File: src/rtl/core/directional_cursor_target_select_defines.svh
// Assertion macros used by the cursor target select top module.
`ifndef DIRECTIONAL_CURSOR_TARGET_SELECT_DEFINES_SVH
`define DIRECTIONAL_CURSOR_TARGET_SELECT_DEFINES_SVH

// Same-cycle implication, checked at every rising edge outside reset.
`define DCTS_ASSERT_IMP(label, clk, rst_n, ante, cons) \
    label: assert property (@(posedge clk) disable iff (!rst_n) (ante) |-> (cons)) \
        else $error("dcts: same-cycle check failed");

// Next-cycle implication, checked at every rising edge outside reset.
`define DCTS_ASSERT_NXT(label, clk, rst_n, ante, cons) \
    label: assert property (@(posedge clk) disable iff (!rst_n) (ante) |=> (cons)) \
        else $error("dcts: next-cycle check failed");

`endif

File: src/rtl/core/dcts_pkg.sv
package dcts_pkg;

    // Squares per board side; coordinates at or above this count as off the board
    localparam int BOARD_SIZE = 8;
    localparam int COORD_W    = 3;

    localparam int IN_DATA_W  = 16;
    localparam int OUT_DATA_W = 8;

    typedef logic [COORD_W-1:0] coord_t;

    typedef enum logic [1:0] {
        DIR_UP    = 2'd0,
        DIR_DOWN  = 2'd1,
        DIR_LEFT  = 2'd2,
        DIR_RIGHT = 2'd3
    } dir_t;

    // One candidate item as held in the input register
    typedef struct packed {
        coord_t cell_row;
        coord_t cell_col;
        logic   cell_valid;
        coord_t here_row;
        coord_t here_col;
        logic   here_valid;
        dir_t   move_dir;
        logic   last;
    } item_t;

    // Outcome of a run, as seen on the last item
    typedef struct packed {
        logic   found;
        coord_t next_row;
        coord_t next_col;
    } result_t;

endpackage

File: src/rtl/core/dcts_in_stage.sv
module dcts_in_stage
(
    input  logic                                 clk,
    input  logic                                 rst_n,
    input  logic                                 s_axis_tvalid,
    output logic                                 s_axis_tready,
    input  logic [dcts_pkg::IN_DATA_W-1:0]       s_axis_tdata,
    input  logic                                 s_axis_tlast,
    input  logic                                 advance,
    output logic                                 item_valid,
    output dcts_pkg::item_t                      item
);

    logic            valid_reg;
    logic            valid_next;
    dcts_pkg::item_t item_reg;
    dcts_pkg::item_t item_next;
    logic            load;

    // Take a new item when the register is empty or drains this cycle
    assign s_axis_tready = !valid_reg || advance;
    assign load          = s_axis_tvalid && s_axis_tready;

    // Unpack the bus word into fields
    always_comb
    begin
        item_next.cell_row   = s_axis_tdata[2:0];
        item_next.cell_col   = s_axis_tdata[5:3];
        item_next.cell_valid = s_axis_tdata[6];
        item_next.here_row   = s_axis_tdata[9:7];
        item_next.here_col   = s_axis_tdata[12:10];
        item_next.here_valid = s_axis_tdata[13];
        item_next.move_dir   = dcts_pkg::dir_t'(s_axis_tdata[15:14]);
        item_next.last       = s_axis_tlast;
    end

    always_comb
    begin
        if (load)
        begin
            valid_next = 1'b1;
        end
        else if (advance)
        begin
            valid_next = 1'b0;
        end
        else
        begin
            valid_next = valid_reg;
        end
    end

    // Hold the valid flag under reset
    always_ff @(posedge clk or negedge rst_n)
    begin
        if (!rst_n)
        begin
            valid_reg <= 1'b0;
        end
        else
        begin
            valid_reg <= valid_next;
        end
    end

    // Capture the payload on accept
    always_ff @(posedge clk)
    begin
        if (load)
        begin
            item_reg <= item_next;
        end
    end

    assign item_valid = valid_reg;
    assign item       = item_reg;

endmodule

File: src/rtl/core/dcts_track.sv
module dcts_track
(
    input  logic              clk,
    input  logic              rst_n,
    input  logic              step,
    input  dcts_pkg::item_t   item,
    output dcts_pkg::result_t result
);

    typedef logic [4*dcts_pkg::COORD_W-1:0] key_t;

    logic                in_run_reg,      in_run_next;
    dcts_pkg::coord_t    here_row_reg,    here_row_next;
    dcts_pkg::coord_t    here_col_reg,    here_col_next;
    logic                here_ok_reg,     here_ok_next;
    dcts_pkg::dir_t      dir_reg,         dir_next;
    logic                ahead_found_reg, ahead_found_next;
    dcts_pkg::coord_t    ahead_row_reg,   ahead_row_next;
    dcts_pkg::coord_t    ahead_col_reg,   ahead_col_next;
    logic                wrap_found_reg,  wrap_found_next;
    dcts_pkg::coord_t    wrap_row_reg,    wrap_row_next;
    dcts_pkg::coord_t    wrap_col_reg,    wrap_col_next;
    logic                saw_reg,         saw_next;

    logic                first;
    logic                cell_ok;
    logic                is_here;
    logic                considered;
    logic                ahead;
    logic                a_found;
    logic                w_found;
    dcts_pkg::coord_t    a_row;
    dcts_pkg::coord_t    a_col;
    dcts_pkg::coord_t    w_row;
    dcts_pkg::coord_t    w_col;
    logic                take_ahead;
    logic                take_wrap;

    function automatic dcts_pkg::coord_t absdiff(dcts_pkg::coord_t a, dcts_pkg::coord_t b);
        return (a > b) ? a - b : b - a;
    endfunction

    function automatic logic on_board(dcts_pkg::coord_t r, dcts_pkg::coord_t c);
        return (int'(r) < dcts_pkg::BOARD_SIZE) && (int'(c) < dcts_pkg::BOARD_SIZE);
    endfunction

    function automatic logic is_vertical(dcts_pkg::dir_t d);
        return (d == dcts_pkg::DIR_UP) || (d == dcts_pkg::DIR_DOWN);
    endfunction

    // Perpendicular offset, forward distance, row, column; lower wins
    function automatic key_t ahead_key(dcts_pkg::coord_t r, dcts_pkg::coord_t c,
                                       dcts_pkg::coord_t hr, dcts_pkg::coord_t hc,
                                       dcts_pkg::dir_t d);
        dcts_pkg::coord_t dr;
        dcts_pkg::coord_t dc;
        dr = absdiff(r, hr);
        dc = absdiff(c, hc);
        return is_vertical(d) ? {dc, dr, r, c} : {dr, dc, r, c};
    endfunction

    // Edge coordinate (inverted for up and left), perpendicular offset, row, column
    function automatic key_t wrap_key(dcts_pkg::coord_t r, dcts_pkg::coord_t c,
                                      dcts_pkg::coord_t hr, dcts_pkg::coord_t hc,
                                      dcts_pkg::dir_t d);
        dcts_pkg::coord_t e;
        dcts_pkg::coord_t p;
        unique case (d)
            dcts_pkg::DIR_UP:    e = ~r;
            dcts_pkg::DIR_DOWN:  e = r;
            dcts_pkg::DIR_LEFT:  e = ~c;
            dcts_pkg::DIR_RIGHT: e = c;
            default:             e = c;
        endcase
        p = is_vertical(d) ? absdiff(c, hc) : absdiff(r, hr);
        return {e, p, r, c};
    endfunction

    // Latch the current square and direction on the first item of a run
    always_comb
    begin
        first         = !in_run_reg;
        here_row_next = first ? item.here_row : here_row_reg;
        here_col_next = first ? item.here_col : here_col_reg;
        here_ok_next  = first ? (item.here_valid && on_board(item.here_row, item.here_col))
                              : here_ok_reg;
        dir_next      = first ? item.move_dir : dir_reg;
        a_found       = first ? 1'b0 : ahead_found_reg;
        w_found       = first ? 1'b0 : wrap_found_reg;
        a_row         = ahead_row_reg;
        a_col         = ahead_col_reg;
        w_row         = wrap_row_reg;
        w_col         = wrap_col_reg;
    end

    // Classify the candidate against the current square
    always_comb
    begin
        cell_ok    = item.cell_valid && on_board(item.cell_row, item.cell_col);
        is_here    = (item.cell_row == here_row_next) && (item.cell_col == here_col_next);
        considered = cell_ok && here_ok_next && !is_here;
        unique case (dir_next)
            dcts_pkg::DIR_UP:    ahead = item.cell_row < here_row_next;
            dcts_pkg::DIR_DOWN:  ahead = item.cell_row > here_row_next;
            dcts_pkg::DIR_LEFT:  ahead = item.cell_col < here_col_next;
            dcts_pkg::DIR_RIGHT: ahead = item.cell_col > here_col_next;
            default:             ahead = 1'b0;
        endcase
    end

    // Update the forward and wrap-around best trackers
    always_comb
    begin
        take_ahead = considered && ahead &&
            (!a_found ||
             (ahead_key(item.cell_row, item.cell_col, here_row_next, here_col_next, dir_next) <
              ahead_key(a_row, a_col, here_row_next, here_col_next, dir_next)));
        take_wrap = considered &&
            (!w_found ||
             (wrap_key(item.cell_row, item.cell_col, here_row_next, here_col_next, dir_next) <
              wrap_key(w_row, w_col, here_row_next, here_col_next, dir_next)));

        ahead_found_next = a_found || take_ahead;
        ahead_row_next   = take_ahead ? item.cell_row : a_row;
        ahead_col_next   = take_ahead ? item.cell_col : a_col;
        wrap_found_next  = w_found || take_wrap;
        wrap_row_next    = take_wrap ? item.cell_row : w_row;
        wrap_col_next    = take_wrap ? item.cell_col : w_col;
        saw_next         = (first ? 1'b0 : saw_reg) || (cell_ok && here_ok_next && is_here);
        in_run_next      = !item.last;
    end

    // Pick the destination: forward first, then wrap, then stay put if the current square was listed, else none
    always_comb
    begin
        result = '0;
        priority if (!here_ok_next)
        begin
            result = '0;
        end
        else if (ahead_found_next)
        begin
            result.found    = 1'b1;
            result.next_row = ahead_row_next;
            result.next_col = ahead_col_next;
        end
        else if (wrap_found_next)
        begin
            result.found    = 1'b1;
            result.next_row = wrap_row_next;
            result.next_col = wrap_col_next;
        end
        else if (saw_next)
        begin
            result.found    = 1'b1;
            result.next_row = here_row_next;
            result.next_col = here_col_next;
        end
        else
        begin
            result = '0;
        end
    end

    // Hold run control and found flags under reset
    always_ff @(posedge clk or negedge rst_n)
    begin
        if (!rst_n)
        begin
            in_run_reg      <= 1'b0;
            here_ok_reg     <= 1'b0;
            dir_reg         <= dcts_pkg::DIR_UP;
            ahead_found_reg <= 1'b0;
            wrap_found_reg  <= 1'b0;
            saw_reg         <= 1'b0;
        end
        else if (step)
        begin
            in_run_reg      <= in_run_next;
            here_ok_reg     <= here_ok_next;
            dir_reg         <= dir_next;
            ahead_found_reg <= ahead_found_next;
            wrap_found_reg  <= wrap_found_next;
            saw_reg         <= saw_next;
        end
    end

    // Advance the coordinate payload
    always_ff @(posedge clk)
    begin
        if (step)
        begin
            here_row_reg  <= here_row_next;
            here_col_reg  <= here_col_next;
            ahead_row_reg <= ahead_row_next;
            ahead_col_reg <= ahead_col_next;
            wrap_row_reg  <= wrap_row_next;
            wrap_col_reg  <= wrap_col_next;
        end
    end

endmodule

File: src/rtl/core/directional_cursor_target_select.sv
// Channel  | Dir | Handshake                        | Payload
// s_axis   | in  | tvalid/tready, tlast ends a run  | one candidate square per item
// m_axis   | out | tvalid/tready                    | one result per run
//
// One candidate item is accepted per cycle while the result side keeps up.
// Each item waits in the input register, where the tracker update runs; the
// result of a run lands in the output register at the edge where its last item
// leaves the input register.
// rst_n clears the run state and both valid flags asynchronously.
// A held result stalls the input register only, and s_axis_tready drops once it is full.
`include "directional_cursor_target_select_defines.svh"

module directional_cursor_target_select
(
    input  logic                             clk,
    input  logic                             rst_n,
    input  logic                             s_axis_tvalid,
    output logic                             s_axis_tready,
    // [2:0] cell_row, [5:3] cell_col, [6] cell_valid, [9:7] here_row,
    // [12:10] here_col, [13] here_valid, [15:14] move_dir
    input  logic [dcts_pkg::IN_DATA_W-1:0]   s_axis_tdata,
    input  logic                             s_axis_tlast,
    output logic                             m_axis_tvalid,
    input  logic                             m_axis_tready,
    // [0] found, [3:1] next_row, [6:4] next_col, [7] zero
    output logic [dcts_pkg::OUT_DATA_W-1:0]  m_axis_tdata
);

    logic              advance;
    logic              item_valid;
    dcts_pkg::item_t   item;
    dcts_pkg::result_t result;
    logic              step;

    logic              out_valid_reg, out_valid_next;
    dcts_pkg::result_t out_reg,       out_next;

    // Drain the input register whenever the output register is free or taken
    assign advance = !out_valid_reg || m_axis_tready;
    assign step    = item_valid && advance;

    dcts_in_stage u_in_stage
    (
        .clk           (clk),
        .rst_n         (rst_n),
        .s_axis_tvalid (s_axis_tvalid),
        .s_axis_tready (s_axis_tready),
        .s_axis_tdata  (s_axis_tdata),
        .s_axis_tlast  (s_axis_tlast),
        .advance       (advance),
        .item_valid    (item_valid),
        .item          (item)
    );

    dcts_track u_track
    (
        .clk    (clk),
        .rst_n  (rst_n),
        .step   (step),
        .item   (item),
        .result (result)
    );

    // Load the tracker result while draining; it is valid when the last item of a run goes through
    always_comb
    begin
        out_next = out_reg;
        if (advance)
        begin
            out_valid_next = step && item.last;
            out_next       = result;
        end
        else
        begin
            out_valid_next = out_valid_reg;
        end
    end

    always_ff @(posedge clk or negedge rst_n)
    begin
        if (!rst_n)
        begin
            out_valid_reg <= 1'b0;
        end
        else
        begin
            out_valid_reg <= out_valid_next;
        end
    end

    always_ff @(posedge clk)
    begin
        out_reg <= out_next;
    end

    assign m_axis_tvalid = out_valid_reg;
    assign m_axis_tdata  = {1'b0, out_reg.next_col, out_reg.next_row, out_reg.found};

    // A result without a destination carries zero coordinates
    `DCTS_ASSERT_IMP(a_notfound_zero, clk, rst_n, out_valid_reg && !out_reg.found, out_reg.next_row == '0 && out_reg.next_col == '0)
    // Back-pressure only when an item is already held
    `DCTS_ASSERT_IMP(a_ready_full, clk, rst_n, !s_axis_tready, item_valid && out_valid_reg && !m_axis_tready)
    // A last item leaving the input register always yields a result
    `DCTS_ASSERT_NXT(a_last_result, clk, rst_n, step && item.last, out_valid_reg)

endmodule
File: config.mk
export PLATFORM = sky130hd
export DESIGN_NAME = directional_cursor_target_select
export DESIGN_NICKNAME = d
export VERILOG_FILES = /design/src/rtl/core/dcts_pkg.sv /design/src/rtl/core/dcts_in_stage.sv /design/src/rtl/core/dcts_track.sv /design/src/rtl/core/directional_cursor_target_select.sv
export VERILOG_INCLUDE_DIRS = /design/src /design/src/rtl/core
export SDC_FILE = /design/constraint.sdc
export NUM_CORES = 1
export LEC_CHECK = 0
export BUFFER_PORTS_ARGS = -buffer_cell sky130_fd_sc_hd__buf_2
export CORE_AREA = 3 3 92 94
export CTS_CLUSTER_DIAMETER = 60
export DETAILED_ROUTE_END_ITERATION = 6
export DIE_AREA = 0 0 95 97
export HOLD_SLACK_MARGIN = 0.1
export PLACE_DENSITY = 0.87
export SLEW_MARGIN = 10
export SYNTH_ARGS = -nofsm -noshare
export SYNTH_HDL_FRONTEND = slang
export SYNTH_SLANG_ARGS = --single-unit
File: constraint.sdc
create_clock -name clk -period 4.5 [get_ports clk]
set_input_delay 0.45 -clock clk [delete_from_list [all_inputs] [get_ports clk]]
set_output_delay 0.45 -clock clk [all_outputs]
set_load 0.01 [all_outputs]
==> reports/metrics.yaml <==
outcome: "finished clean"
dp_hpwl_um: 8514
startpoint: "u_track.in_run_reg"
synth_fa_ha_area_frac: 0.2093
synth_common_cells: "ha_1 (52), edfxtp_1 (42), nand2_1 (39)"
drive_above_1_share: 0.2348
finalWeightedCongestion: 0.9851
worst_hold_slack_ns: 0.3135
crit_fanout: 8
grt_pass1_wl_um: 17850
synth_area_leaders: "edfxtp_1 (30%), ha_1 (15%), mux2i_1 (7.5%)"
numCtsBuffers: 5
cp-end-kind: "flop"
ys_seq_area_frac: 0.3492
met3_length_um: 808
wl_per_cell_um: 20.21
yosys.area_share.xor_xnor: 0.02469
clock_skew_ns: 0.01881
powerDensity_nw_per_um2: 458.6
grt_pass1_vias: 3459
synth_warnings: 0
die_width_um: 95
post-place-ws_ns: -0.1742
setup_viol: 0
netlist.area_leader.share: 0.2963
holdCritPathClass: "in2reg"
synth_edf_count: 42
initial_utilization: 0.5508
ios: 31
rr_startpoint: "u_track.in_run_reg"
fmax_ghz: 0.2325
clock-sinks: 51
root_buffer: "clkbuf_8"
cts.clk_slew.worst_paths_ns: 0.11
clk_latency_ns: 0.32
peakVddDrop_mv: 0.3058
top_layer: "met4"
globalRouteOverflowTotal: 0
final_nets: 527
yosysTopAreaCell: "edfxtp_1"
drv_slew: 0
relSlewSlack: 0.4639
syn-cell-area_um2: 4257
drtAntennaViolNets: 0
die_h_um: 97
antenna_cells: 0
synth_top_family_by_area: "adder cells"
drt-total-wl_um: 11020
cts_buffer_depth: 2
ys_ff_latch: 51
period_minus_slack_ns: 4.301
synth_cell_types: 51
drtIter0Drc: 330
cp.required_ns: 4.56
firstDrtPassIters: 5
cap_violations: 0
core_area_um2: 7727
port-buffer-count: 29
fp.dieArea_um2: 9215
yosys.area_share.simple: 0.1093
critical_path_class: "reg2reg"
cts-htree-levels: 2
hold_violations: 0
grt_max_degree: 30
grt_use_total: 0.2510
dpl.cell_count: 532
setup-tns-final_ns: 0
async_reset_ff_frac: 0.1765
utilization: 0.6279
cp.arrival_ns: 4.36
wl_met1_um: 4469
fin_cells: 545
drcViolationCount: 0
ys.flop_type: "edfxtp_1"
synthMuxAreaShare: 0.1138
antenna_found_initial: 0
setup_slack_ns: 0.1994
largest_reg_flops: 17
start_kind: "flop"
period_share: 0.9557
fillCellCount: 584
via_count: 3352
synth.most_common_cell: "ha_1"
wl_met2_um: 5351
area_delta_synth_final_pct: 13.99
floorplan.rows: 32
worst_pin_slew_ns: 0.8032
synth_nets: 480
synthCells: 395
power.leakage_nw: 2.071
synth_compound_area_frac: 0.1402
min-delay-start: "s_axis_tdata[7]"
avgSynthCellArea_um2: 10.78
cts_tree: "done"
vias_per_cell: 6.150
report_power, final:
group	internal, mW	switching (mW)
combinational	0.543	0.685
clock	0.161	0.166
sequential	0.605	0.0654
cell usage in the layout, fill, tap and decap left out, types with 2 or more instances in the layout:
| cell type | count |
|---|---|
| a211oi_1 | 3 |
| a21oi_1 | 18 |
| a31oi_1 | 8 |
| a32oi_1 | 2 |
| a32oi_2 | 2 |
| and2_1 | 6 |
| and4_1 | 7 |
| buf_2 | 29 |
| buf_4 | 25 |
| clkbuf_8 | 6 |
| dfrtp_1 | 8 |
| edfxtp_1 | 42 |
| fa_1 | 12 |
| ha_1 | 50 |
| inv_1 | 32 |
| inv_2 | 3 |
| mux2_2 | 10 |
| mux2i_1 | 25 |
| mux2i_2 | 6 |
| mux2i_4 | 3 |
| nand2_1 | 38 |
| nand2b_1 | 4 |
| nand3_1 | 9 |
| nand4_1 | 4 |
| nor2_1 | 6 |
| nor2b_1 | 5 |
| o211ai_1 | 2 |
| o21ai_0 | 23 |
| o221ai_1 | 6 |
| o41ai_2 | 5 |
| or3_1 | 4 |
| xnor2_1 | 12 |
cell families (layout without fill, tap and decap cells):
family | Yosys count | count (layout)
AOI/OAI and AO/OA | 82 | 82
xor gates and xnor gates | 12 | 12
adders and majority gates | 64 | 64
buffers and inverters | 50 | 98
DFF | 51 | 51
muxes | 45 | 45
other | 1 | 1
and+or+nand+nor | 90 | 90
what timing repair did:
| action | in CTS | in global routing |
|---|---|---|
| hold buffers | 1 | 0 |
| resized for setup | 2 | 17 |
| buffers inserted | 0 | 4 |
| pin swaps | 0 | 4 |
| endpoints found under the setup margin | 9 | 18 |
| endpoints found under the hold margin | 9 | 0 |
metrics by stage:
stage | total power, mW | instance area [µm²]
finish | 2.225 | 4852
global route | 2.402 | 4852
CTS | 2.159 | 4750
detailed placement | 1.828 | 4614
global placement | 1.773 | 4614
floorplan | 1.513 | 4274
worst paths after layout:
kind	slack [ns]	depth (start not counted)	endpoint
max	0.20	16	m_axis_tdata[6]
min	0.31	1	u_in_stage.item[7]
max reg2reg	0.20	16	m_axis_tdata[6]
min reg2reg	0.50	1	u_track.in_run_reg
max in group asynchronous	3.78	2	u_track.in_run_reg
min in group asynchronous	0.53	2	u_track.dir_reg[0]
worst max-delay path: stages (launching register included):
cell	delay [ns]
dfrtp_2	0.51
buf_4	0.20
mux2i_4	0.20
ha_1	0.40
nand2_1	0.08
o21ai_1	0.23
and2_1	0.24
mux2i_1	0.23
xnor2_1	0.17
mux2i_2	0.15
ha_1	0.32
and2_0	0.15
and4_1	0.23
or4b_4	0.51
and2_1	0.20
nand4_1	0.12
a31oi_1	0.09
per-layer routing:
| layer | GRT usage | vias to the layer above |
|---|---|---|
| met5 | 0 | - |
| met4 | 0.08435 | 0 |
| met3 | 0.05288 | 38 |
| met2 | 0.4067 | 167 |
| met1 | 0.3317 | 1609 |
| li1 | - | 1538 |
cell type report:
type / count / area (µm²) / share of cell area
multi-input cells: 294 / 2646 / 0.5454
inverters: 35 / 131.4 / 0.02708
clock inverters: 1 / 8.758 / 0.001805
flip-flops and latches: 51 / 1488 / 0.3066
well taps: 102 / 127.6 / 0.02630
clock buffers: 7 / 107.6 / 0.02218
repair buffers: 55 / 342.8 / 0.07066
Power figures use the tool's default switching activity.
